$ cat config.mk
export PLATFORM = sky130hd
export DESIGN_NAME = circle_outline_point_generator_top
export DESIGN_NICKNAME = d
export VERILOG_FILES = /design/src/hw/rtl/cog_pkg.sv /design/src/hw/rtl/circle_outline_point_generator_top.sv /design/src/hw/rtl/cog_isqrt.sv
export SDC_FILE = /design/constraint.sdc
export NUM_CORES = 1
export LEC_CHECK = 0
export BUFFER_PORTS_ARGS = -buffer_cell sky130_fd_sc_hd__clkbuf_2
export CORE_MARGIN = 2
export CORE_UTILIZATION = 45
export DETAILED_ROUTE_END_ITERATION = 6
export PLACE_DENSITY = 0.67
export SLEW_MARGIN = 20
export SYNTH_ARGS = -nofsm -noshare
export SYNTH_HDL_FRONTEND = slang
export SYNTH_SLANG_ARGS = --single-unit
$ cat constraint.sdc
create_clock -name clk -period 8.01 [get_ports clk]
set_input_delay 1.602 -clock clk [delete_from_list [all_inputs] [get_ports clk]]
set_output_delay 1.602 -clock clk [all_outputs]
set_load 0.05 [all_outputs]
$ cat src/hw/rtl/cog_pkg.sv
// Shared constants and types for the circle outline dot generator.
// Used by cog_isqrt and circle_outline_point_generator_top; depends on nothing.
`timescale 1ns / 1ps

package cog_pkg;

	localparam int COORD_W  = 12;
	localparam int RADIUS_W = 11;
	localparam int POS_W    = 14;
	localparam int SQ_W     = 2 * RADIUS_W;
	localparam int SIZE_W   = 8;
	localparam int COLOUR_W = 32;

	localparam int IN_DATA_W  = 40;
	localparam int OUT_DATA_W = 72;

	// Register indexes of the configuration port.
	localparam logic REG_DOT_SIZE   = 1'b0;
	localparam logic REG_DOT_COLOUR = 1'b1;

	// Item kinds on the input channel.
	localparam logic KIND_START = 1'b0;
	localparam logic KIND_NEXT  = 1'b1;

	typedef enum logic [5:0] {
		ST_IDLE = 6'b000001,
		ST_RSQ  = 6'b000010,
		ST_DSQ  = 6'b000100,
		ST_CMP  = 6'b001000,
		ST_ROOT = 6'b010000,
		ST_PUT  = 6'b100000
	} seq_state_t;

	typedef enum logic [1:0] {
		PH_IDLE = 2'd0,
		PH_AXIS = 2'd1,
		PH_OCT  = 2'd2
	} phase_t;

	// Handshake between the sequencer and the root unit.
	typedef struct packed {
		logic            start;
		logic [SQ_W-1:0] operand;
	} sqrt_req_t;

	typedef struct packed {
		logic                done;
		logic [RADIUS_W-1:0] root;
	} sqrt_rsp_t;

endpackage

$ cat src/hw/rtl/circle_outline_point_generator_top.sv
// Top level of the circle outline dot generator: sequencer, shared multiplier,
// dot arithmetic and output register. Depends on cog_pkg and cog_isqrt.
`timescale 1ns / 1ps

// Channel   Direction  Handshake            Contents
// s_*       in         s_tvalid/s_tready    start or next item
// m_*       out        m_tvalid/m_tready    one dot (or empty result) per item
// cfg_*     in         cfg_valid/cfg_ready  register write, always ready
//
// Every input item gives exactly one result item. A next item inside a group
// is accepted, then loaded into the output register. A start item has its
// radius squared between accept and load.
// The next item that ends a group of dots, when the next offset needs a root,
// goes through accept, one multiply, one compare, eleven steps of the shared
// square root unit and the state that sees it finish, then the load. If the
// squared offset already exceeds the squared radius the root is skipped.
// The input is taken again as soon as the output register has been loaded,
// even while that result still waits for m_tready. Reset is asynchronous and
// leaves the block idle with no circle in progress.

module circle_outline_point_generator_top (
	input  logic                           clk,
	input  logic                           arst_n,
	input  logic                           s_tvalid,
	output logic                           s_tready,
	// [11:0] center_x, [23:12] center_y, [34:24] radius, [39:35] zero
	input  logic [cog_pkg::IN_DATA_W-1:0]  s_tdata,
	// [0] kind
	input  logic                           s_tuser,
	output logic                           m_tvalid,
	input  logic                           m_tready,
	// [13:0] pos_x, [27:14] pos_y, [35:28] dot_edge, [67:36] colour, [71:68] zero
	output logic [cog_pkg::OUT_DATA_W-1:0] m_tdata,
	// [0] valid_res
	output logic                           m_tuser,
	output logic                           m_tlast,
	input  logic                           cfg_valid,
	output logic                           cfg_ready,
	input  logic                           cfg_index,
	input  logic [cog_pkg::COLOUR_W-1:0]   cfg_data
);
	import cog_pkg::*;

	seq_state_t          st_q;
	phase_t              phase_q;
	logic [COORD_W-1:0]  cx_q;
	logic [COORD_W-1:0]  cy_q;
	logic [RADIUS_W-1:0] rad_q;
	logic [RADIUS_W-1:0] dx_q;
	logic [RADIUS_W-1:0] q_q;
	logic [2:0]          idx_q;
	logic [RADIUS_W-1:0] cand_q;
	logic [SQ_W-1:0]     r2_q;
	logic [SQ_W-1:0]     d2_q;

	logic [SIZE_W-1:0]   dot_size_q;
	logic [COLOUR_W-1:0] dot_colour_q;

	// Result waiting to be loaded into the output register.
	logic [POS_W-1:0]    res_x_q;
	logic [POS_W-1:0]    res_y_q;
	logic                res_valid_q;
	logic                res_last_q;

	// Output register.
	logic                out_valid_q;
	logic [POS_W-1:0]    out_x_q;
	logic [POS_W-1:0]    out_y_q;
	logic [SIZE_W-1:0]   out_edge_q;
	logic [COLOUR_W-1:0] out_colour_q;
	logic                out_res_q;
	logic                out_last_q;

	logic                in_acc;
	logic                out_free;
	logic                in_kind;
	logic [COORD_W-1:0]  in_cx;
	logic [COORD_W-1:0]  in_cy;
	logic [RADIUS_W-1:0] in_rad;

	logic [RADIUS_W-1:0] mul_op;
	logic [SQ_W-1:0]     mul_prod;

	logic [POS_W-1:0]    cx_w, cy_w, r_w, dx_w, q_w;
	logic [POS_W-1:0]    dot_x, dot_y;
	logic                grp_end;
	logic [RADIUS_W-1:0] next_dx;

	sqrt_req_t           sq_req;
	sqrt_rsp_t           sq_rsp;

	assign s_tready  = (st_q == ST_IDLE);
	assign cfg_ready = 1'b1;
	assign in_acc    = s_tvalid && s_tready;
	assign out_free  = !out_valid_q || m_tready;

	assign in_kind = s_tuser;
	assign in_cx   = s_tdata[COORD_W-1:0];
	assign in_cy   = s_tdata[2*COORD_W-1:COORD_W];
	assign in_rad  = s_tdata[2*COORD_W+RADIUS_W-1:2*COORD_W];

	// The single multiplier squares the radius once per circle and each
	// candidate offset once per group.
	assign mul_op   = (st_q == ST_RSQ) ? rad_q : cand_q;
	assign mul_prod = SQ_W'(mul_op) * SQ_W'(mul_op);

	assign cx_w = POS_W'(cx_q);
	assign cy_w = POS_W'(cy_q);
	assign r_w  = POS_W'(rad_q);
	assign dx_w = POS_W'(dx_q);
	assign q_w  = POS_W'(q_q);

	// Position of the current dot. The minus side of the octant pairs sits one
	// pixel further out, which matches truncating the root of r*r - dx*dx + 0.5.
	always_comb begin
		dot_x = cx_w;
		dot_y = cy_w;
		if (phase_q == PH_AXIS) begin
			case (idx_q[1:0])
				2'd0: begin dot_x = cx_w;        dot_y = cy_w + r_w; end
				2'd1: begin dot_x = cx_w;        dot_y = cy_w - r_w; end
				2'd2: begin dot_x = cx_w + r_w;  dot_y = cy_w;       end
				default: begin dot_x = cx_w - r_w; dot_y = cy_w;     end
			endcase
		end else begin
			case (idx_q)
				3'd0: begin dot_x = cx_w + dx_w;       dot_y = cy_w + q_w;        end
				3'd1: begin dot_x = cx_w + dx_w;       dot_y = cy_w - q_w - 1'b1; end
				3'd2: begin dot_x = cx_w - dx_w;       dot_y = cy_w + q_w;        end
				3'd3: begin dot_x = cx_w - dx_w;       dot_y = cy_w - q_w - 1'b1; end
				3'd4: begin dot_x = cx_w + q_w;        dot_y = cy_w + dx_w;       end
				3'd5: begin dot_x = cx_w + q_w;        dot_y = cy_w - dx_w;       end
				3'd6: begin dot_x = cx_w - q_w - 1'b1; dot_y = cy_w + dx_w;       end
				default: begin dot_x = cx_w - q_w - 1'b1; dot_y = cy_w - dx_w;    end
			endcase
		end
	end

	// The last dot of a group triggers the search for the next group.
	assign grp_end = (phase_q == PH_AXIS) ? (idx_q == 3'd3) : (idx_q == 3'd7);
	assign next_dx = (phase_q == PH_AXIS) ? RADIUS_W'(1) : (dx_q + 1'b1);

	assign sq_req.start   = (st_q == ST_CMP) && (d2_q <= r2_q);
	assign sq_req.operand = r2_q - d2_q;

	cog_isqrt u_isqrt (
		.clk    (clk),
		.arst_n (arst_n),
		.req    (sq_req),
		.rsp    (sq_rsp)
	);

	// Configuration registers.
	always_ff @(posedge clk or negedge arst_n) begin
		if (!arst_n) begin
			dot_size_q   <= SIZE_W'(1);
			dot_colour_q <= '0;
		end else if (cfg_valid && cfg_ready) begin
			case (cfg_index)
				REG_DOT_SIZE:   dot_size_q   <= cfg_data[SIZE_W-1:0];
				REG_DOT_COLOUR: dot_colour_q <= cfg_data;
				default: ;
			endcase
		end
	end

	// Sequencer and circle state.
	always_ff @(posedge clk or negedge arst_n) begin
		if (!arst_n) begin
			st_q        <= ST_IDLE;
			phase_q     <= PH_IDLE;
			cx_q        <= '0;
			cy_q        <= '0;
			rad_q       <= '0;
			dx_q        <= '0;
			q_q         <= '0;
			idx_q       <= '0;
			cand_q      <= '0;
			r2_q        <= '0;
			d2_q        <= '0;
			res_x_q     <= '0;
			res_y_q     <= '0;
			res_valid_q <= 1'b0;
			res_last_q  <= 1'b0;
		end else begin
			case (st_q)
				ST_IDLE: begin
					if (in_acc) begin
						res_x_q     <= '0;
						res_y_q     <= '0;
						res_valid_q <= 1'b0;
						res_last_q  <= 1'b0;
						if (in_kind == KIND_START) begin
							cx_q    <= in_cx;
							cy_q    <= in_cy;
							rad_q   <= in_rad;
							dx_q    <= '0;
							q_q     <= '0;
							idx_q   <= '0;
							phase_q <= PH_AXIS;
							st_q    <= ST_RSQ;
						end else if (phase_q == PH_AXIS || phase_q == PH_OCT) begin
							res_x_q     <= dot_x;
							res_y_q     <= dot_y;
							res_valid_q <= 1'b1;
							if (!grp_end) begin
								idx_q <= idx_q + 1'b1;
								st_q  <= ST_PUT;
							end else if (next_dx == '0) begin
								// Offset wrapped around: no further group.
								phase_q    <= PH_IDLE;
								idx_q      <= '0;
								res_last_q <= 1'b1;
								st_q       <= ST_PUT;
							end else begin
								cand_q <= next_dx;
								st_q   <= ST_DSQ;
							end
						end else begin
							st_q <= ST_PUT;
						end
					end
				end
				ST_RSQ: begin
					r2_q <= mul_prod;
					st_q <= ST_PUT;
				end
				ST_DSQ: begin
					d2_q <= mul_prod;
					st_q <= ST_CMP;
				end
				ST_CMP: begin
					if (d2_q > r2_q) begin
						phase_q    <= PH_IDLE;
						idx_q      <= '0;
						res_last_q <= 1'b1;
						st_q       <= ST_PUT;
					end else begin
						st_q <= ST_ROOT;
					end
				end
				ST_ROOT: begin
					if (sq_rsp.done) begin
						if (cand_q > sq_rsp.root) begin
							phase_q    <= PH_IDLE;
							idx_q      <= '0;
							res_last_q <= 1'b1;
						end else begin
							phase_q <= PH_OCT;
							dx_q    <= cand_q;
							q_q     <= sq_rsp.root;
							idx_q   <= '0;
						end
						st_q <= ST_PUT;
					end
				end
				ST_PUT: begin
					if (out_free) begin
						st_q <= ST_IDLE;
					end
				end
				default: st_q <= ST_IDLE;
			endcase
		end
	end

	// Output register; an empty result carries zeros in every field.
	always_ff @(posedge clk or negedge arst_n) begin
		if (!arst_n) begin
			out_valid_q  <= 1'b0;
			out_x_q      <= '0;
			out_y_q      <= '0;
			out_edge_q   <= '0;
			out_colour_q <= '0;
			out_res_q    <= 1'b0;
			out_last_q   <= 1'b0;
		end else if (st_q == ST_PUT && out_free) begin
			out_valid_q  <= 1'b1;
			out_x_q      <= res_x_q;
			out_y_q      <= res_y_q;
			out_edge_q   <= res_valid_q ? dot_size_q : '0;
			out_colour_q <= res_valid_q ? dot_colour_q : '0;
			out_res_q    <= res_valid_q;
			out_last_q   <= res_last_q;
		end else if (m_tready) begin
			out_valid_q <= 1'b0;
		end
	end

	assign m_tvalid = out_valid_q;
	assign m_tdata  = {4'b0, out_colour_q, out_edge_q, out_y_q, out_x_q};
	assign m_tuser  = out_res_q;
	assign m_tlast  = out_last_q;

endmodule

$ cat src/hw/rtl/cog_isqrt.sv
// Iterative integer square root, one result bit per cycle.
// Depends on cog_pkg for widths and the request/response structs.
`timescale 1ns / 1ps

module cog_isqrt (
	input  logic               clk,
	input  logic               arst_n,
	input  cog_pkg::sqrt_req_t req,
	output cog_pkg::sqrt_rsp_t rsp
);
	import cog_pkg::*;

	logic [SQ_W-1:0] rem_q;
	logic [SQ_W-1:0] res_q;
	logic [SQ_W-1:0] bit_q;
	logic            busy_q;
	logic [SQ_W-1:0] trial;

	assign trial = res_q + bit_q;

	always_ff @(posedge clk or negedge arst_n) begin
		if (!arst_n) begin
			rem_q  <= '0;
			res_q  <= '0;
			bit_q  <= '0;
			busy_q <= 1'b0;
		end else if (req.start) begin
			rem_q  <= req.operand;
			res_q  <= '0;
			bit_q  <= SQ_W'(1) << (SQ_W - 2);
			busy_q <= 1'b1;
		end else if (busy_q) begin
			if (bit_q == '0) begin
				busy_q <= 1'b0;
			end else begin
				if (rem_q >= trial) begin
					rem_q <= rem_q - trial;
					res_q <= (res_q >> 1) + bit_q;
				end else begin
					res_q <= res_q >> 1;
				end
				bit_q <= bit_q >> 2;
			end
		end
	end

	assign rsp.done = busy_q && (bit_q == '0);
	assign rsp.root = res_q[RADIUS_W-1:0];

endmodule

==> metrics.csv <==
stage,metric,value,unit
synth,syn_avg_cell_area,8.72,µm²
synth,syn_area,26200,µm²
power_and_ir_drop,ir_worst_vdd,0.238,mV
clocking,hold_buffers,0,
sta,hold_viol_final,0,
place,port_buffers,145,
sta,period_share,92.2,%
place,dp_hpwl,59800,µm
worst_setup_path,startpoint_type,register,
clocking,cts_buffer_depth,3,
floorplan,die_h,245,µm
grt,antenna_found_initial,3,
sta,rsz0062_at_grt,no,
grt,grt-ovfl-total,0,
detailed_routing,routedWlPerCell,20.1,µm
run,cap_violations,0,
outcome,status,completed,
clocking,cts_tree,done,
grt,first_global_vias,22400,
synth,ys_ff_latch,318,
clocking,cts_htree_levels,2,
grt,grt_max_degree,112,
synth,ys_seq_area_share,30.4,%
worst_setup_path,worstPathMaxFanout,16,
finish,layout_commonest_cell,nand2_1,
clocking,clkTransAtPathRegs,0.06,ns
floorplan,core_area,57700,µm²
detailed_routing,wirelength,78400,µm
sta,fmax,0.135,GHz
clocking,cts_root_buf,clkbuf_16,
synth,yosysTopAreaCellShare,30.2,%
synth,synth_cell_types,97,
detailed_routing,vias,22900,
sta,slew_headroom,26.9,%
floorplan,dieArea,60200,µm²
power_and_ir_drop,cellPowerDensity,335,nW/µm²
grt,grt_usage,25.9,%
sta,slew_viol_final,0,
sta,final.setup.tns,0,ns
floorplan,start_util,45.4,%
finish,drive_above_1_share,11.9,%
floorplan,fp-row-count,88,
place,gp_congestion,0.958,
worst_setup_path,crit_slowest_cell,a21oi_1,
floorplan,pin_count,156,
finish,syn_to_final_growth,10.5,%
worst_setup_path,crit_chain,"nor4_1, nand3b_1, a21oi_1, inv_1, nand2_1, fa_1, fa_1, inv_1, fa_1, fa_1, inv_1, fa_1, inv_1, ha_1, a21oi_1, nand2_1, a221oi_1, o211a_1, o21ai_0, a21oi_1, xnor2_1, mux2_2",
clocking,cts_sinks,318,
sta,skew,0.0210,ns
finish,final_util,50.2,%
synth,synth_area_leaders,"dfrtp_1 (30%), ha_1 (12%), nand2_1 (5.8%)",
sta,min_period,7.38,ns
detailed_routing,drt-vias-per-instance,5.87,
synth,synthCells,3006,
clocking,cts_buffers,40,
finish,final_nets,3503,
detailed_routing,drc_errors,0,
detailed_routing,drtIter0Drc,1874,
clocking,post_cts_buffers,0,
sta,tightest_slew,1.10,ns
worst_setup_path,cpMostUsedCell,fa_1,
worst_setup_path,crit_type,reg2reg,
clocking,cts.repair.resized,0,
worst_setup_path,critPathMaxStageDelay,0.67,ns
power_and_ir_drop,power.leakage,13.7,nW
sta,setup_viol,0,
synth,synthArstFlopShare,100,%
clocking,insertion_delay,0.58,ns
sta,worst_hold_slack,0.475,ns
synth,yosys_warnings,0,
detailed_routing,dr.pass1.iters,6,
worst_setup_path,arrival,7.83,ns
finish,fill_cells,5508,
synth,synth-edff-count,0,
finish,layout_common_cells,"nand2_1 (404), dfrtp_1 (316), ha_1 (250)",
worst_setup_path,critPathCaptureType,register,
floorplan,die_w,245,µm
worst_setup_path,critical_path_required,8.46,ns
grt,grt_pass1_wl,124000,µm
worst_hold_path,hp-class,reg2reg,
synth,synth_area_leader_cell,dfrtp_1,
worst_setup_path,rrSetupSlack,0.63,ns
synth,ys.flop_type,dfrtp_1,
detailed_routing,antenna_left,0,
[Yosys cell counts, types with 28 or more instances]
cell	n
xor2_1	54
nand2b_1	29
a31oi_1	30
nor2_1	220
mux2_2	98
xnor2_1	108
clkbuf_1	104
inv_1	240
a21o_1	60
dfrtp_1	316
nand3_1	30
o21a_1	31
a21oi_1	175
o21ai_0	194
fa_1	75
a22o_1	31
nor3_1	47
a211oi_1	48
ha_1	250
nor2b_1	28
nand2_1	405
[critical path: cells and delay by family, from the launching register on]
kind | cells | cell delay, ns
buffers and inverters | 4 | 0.39
and+or+nand+nor | 4 | 1.26
adders and majority gates | 6 | 2.70
AOI/OAI and AO/OA | 6 | 2.01
xor gates and xnor gates | 1 | 0.11
muxes | 1 | 0.27
DFF | 1 | 0.48
[through the flow]
stage | worst slack (ns) | area [µm²] | power (mW) | std cells
after floorplan | 1.62 | 26200 | 6.25 | 3009
after global placement | 0.852 | 27600 | 7.72 | 3822
after detailed placement | 0.641 | 27600 | 7.82 | 3822
after CTS | 0.628 | 28900 | 9.65 | 3895
after global routing | 0.0648 | 29000 | 10.3 | 3895
final | 0.627 | 29000 | 9.70 | 3896
[logic make-up (layout without fill, tap and decap cells)]
group	count (synthesis)	count (layout)	share of synthesized area (%)
AND/OR/NAND/NOR	883	883	15.1
AO/OA/AOI/OAI	830	830	21.0
buffers and inverters	370	491	5.53
adder cells (fa/ha/maj)	325	325	17.7
flip-flops	318	318	30.4
XOR/XNOR	163	163	5.47
multiplexers	115	115	4.86
other	2	6	0.0287
[routing by layer]
| layer | global-route usage (%) | routed length [µm] | up-vias | part of all wire [%] |
|---|---|---|---|---|
| met5 | 0 | 0 | - | 0 |
| met4 | 8.18 | 2550 | 0 | 3.2 |
| met3 | 4.19 | 5270 | 150 | 6.7 |
| met2 | 41.3 | 35100 | 793 | 45 |
| met1 | 36.0 | 35400 | 11200 | 45 |
| li1 | - | - | 10800 | - |
[path summary, 6_finish.rpt]
check	from	end	cells after the start
max reg2reg	st_q[3]	d2_q[19]	22
min in group asynchronous	arst_n	res_x_q[0]	1
max in group asynchronous	arst_n	d2_q[8]	2
min	res_valid_q	res_valid_q	2
max	st_q[3]	d2_q[19]	22
min reg2reg	res_valid_q	res_valid_q	2
[layout make-up]
cell class | count | area (µm²) | share of cell area, %
Timing Repair Buffer | 175 | 977 | 3.37
Clock buffer | 56 | 1130 | 3.91
Multi-Input combinational cell | 2321 | 16800 | 58.2
Antenna cell | 1 | 2.50 | 0.00864
Inverter | 243 | 912 | 3.15
Tap cell | 765 | 957 | 3.31
Sequential cell | 318 | 7960 | 27.5
Clock inverter | 17 | 171 | 0.592
[flip-flops by register name, summed over array words and instances (netlist names), 8 cells and up]
name           count
cand_q            11
cx_q              12
cy_q              12
d2_q              21
dot_colour_q      32
dot_size_q         8
dx_q              11
out_colour_q      32
out_edge_q         8
out_x_q           14
out_y_q           14
q_q               11
r2_q              21
rad_q             11
res_x_q           14
res_y_q           14
u_isqrt.bit_q     11
u_isqrt.rem_q     22
u_isqrt.res_q     22
[power by group]
group | total [mW] | leakage (nW) | internal (mW) | switching (mW)
sequential | 2.35 | 4.24 | 1.92 | 0.430
combinational | 5.56 | 8.83 | 2.02 | 3.55
clock | 1.78 | 0.632 | 1.03 | 0.749
No activity file was read; power rests on OpenSTA's default activity.
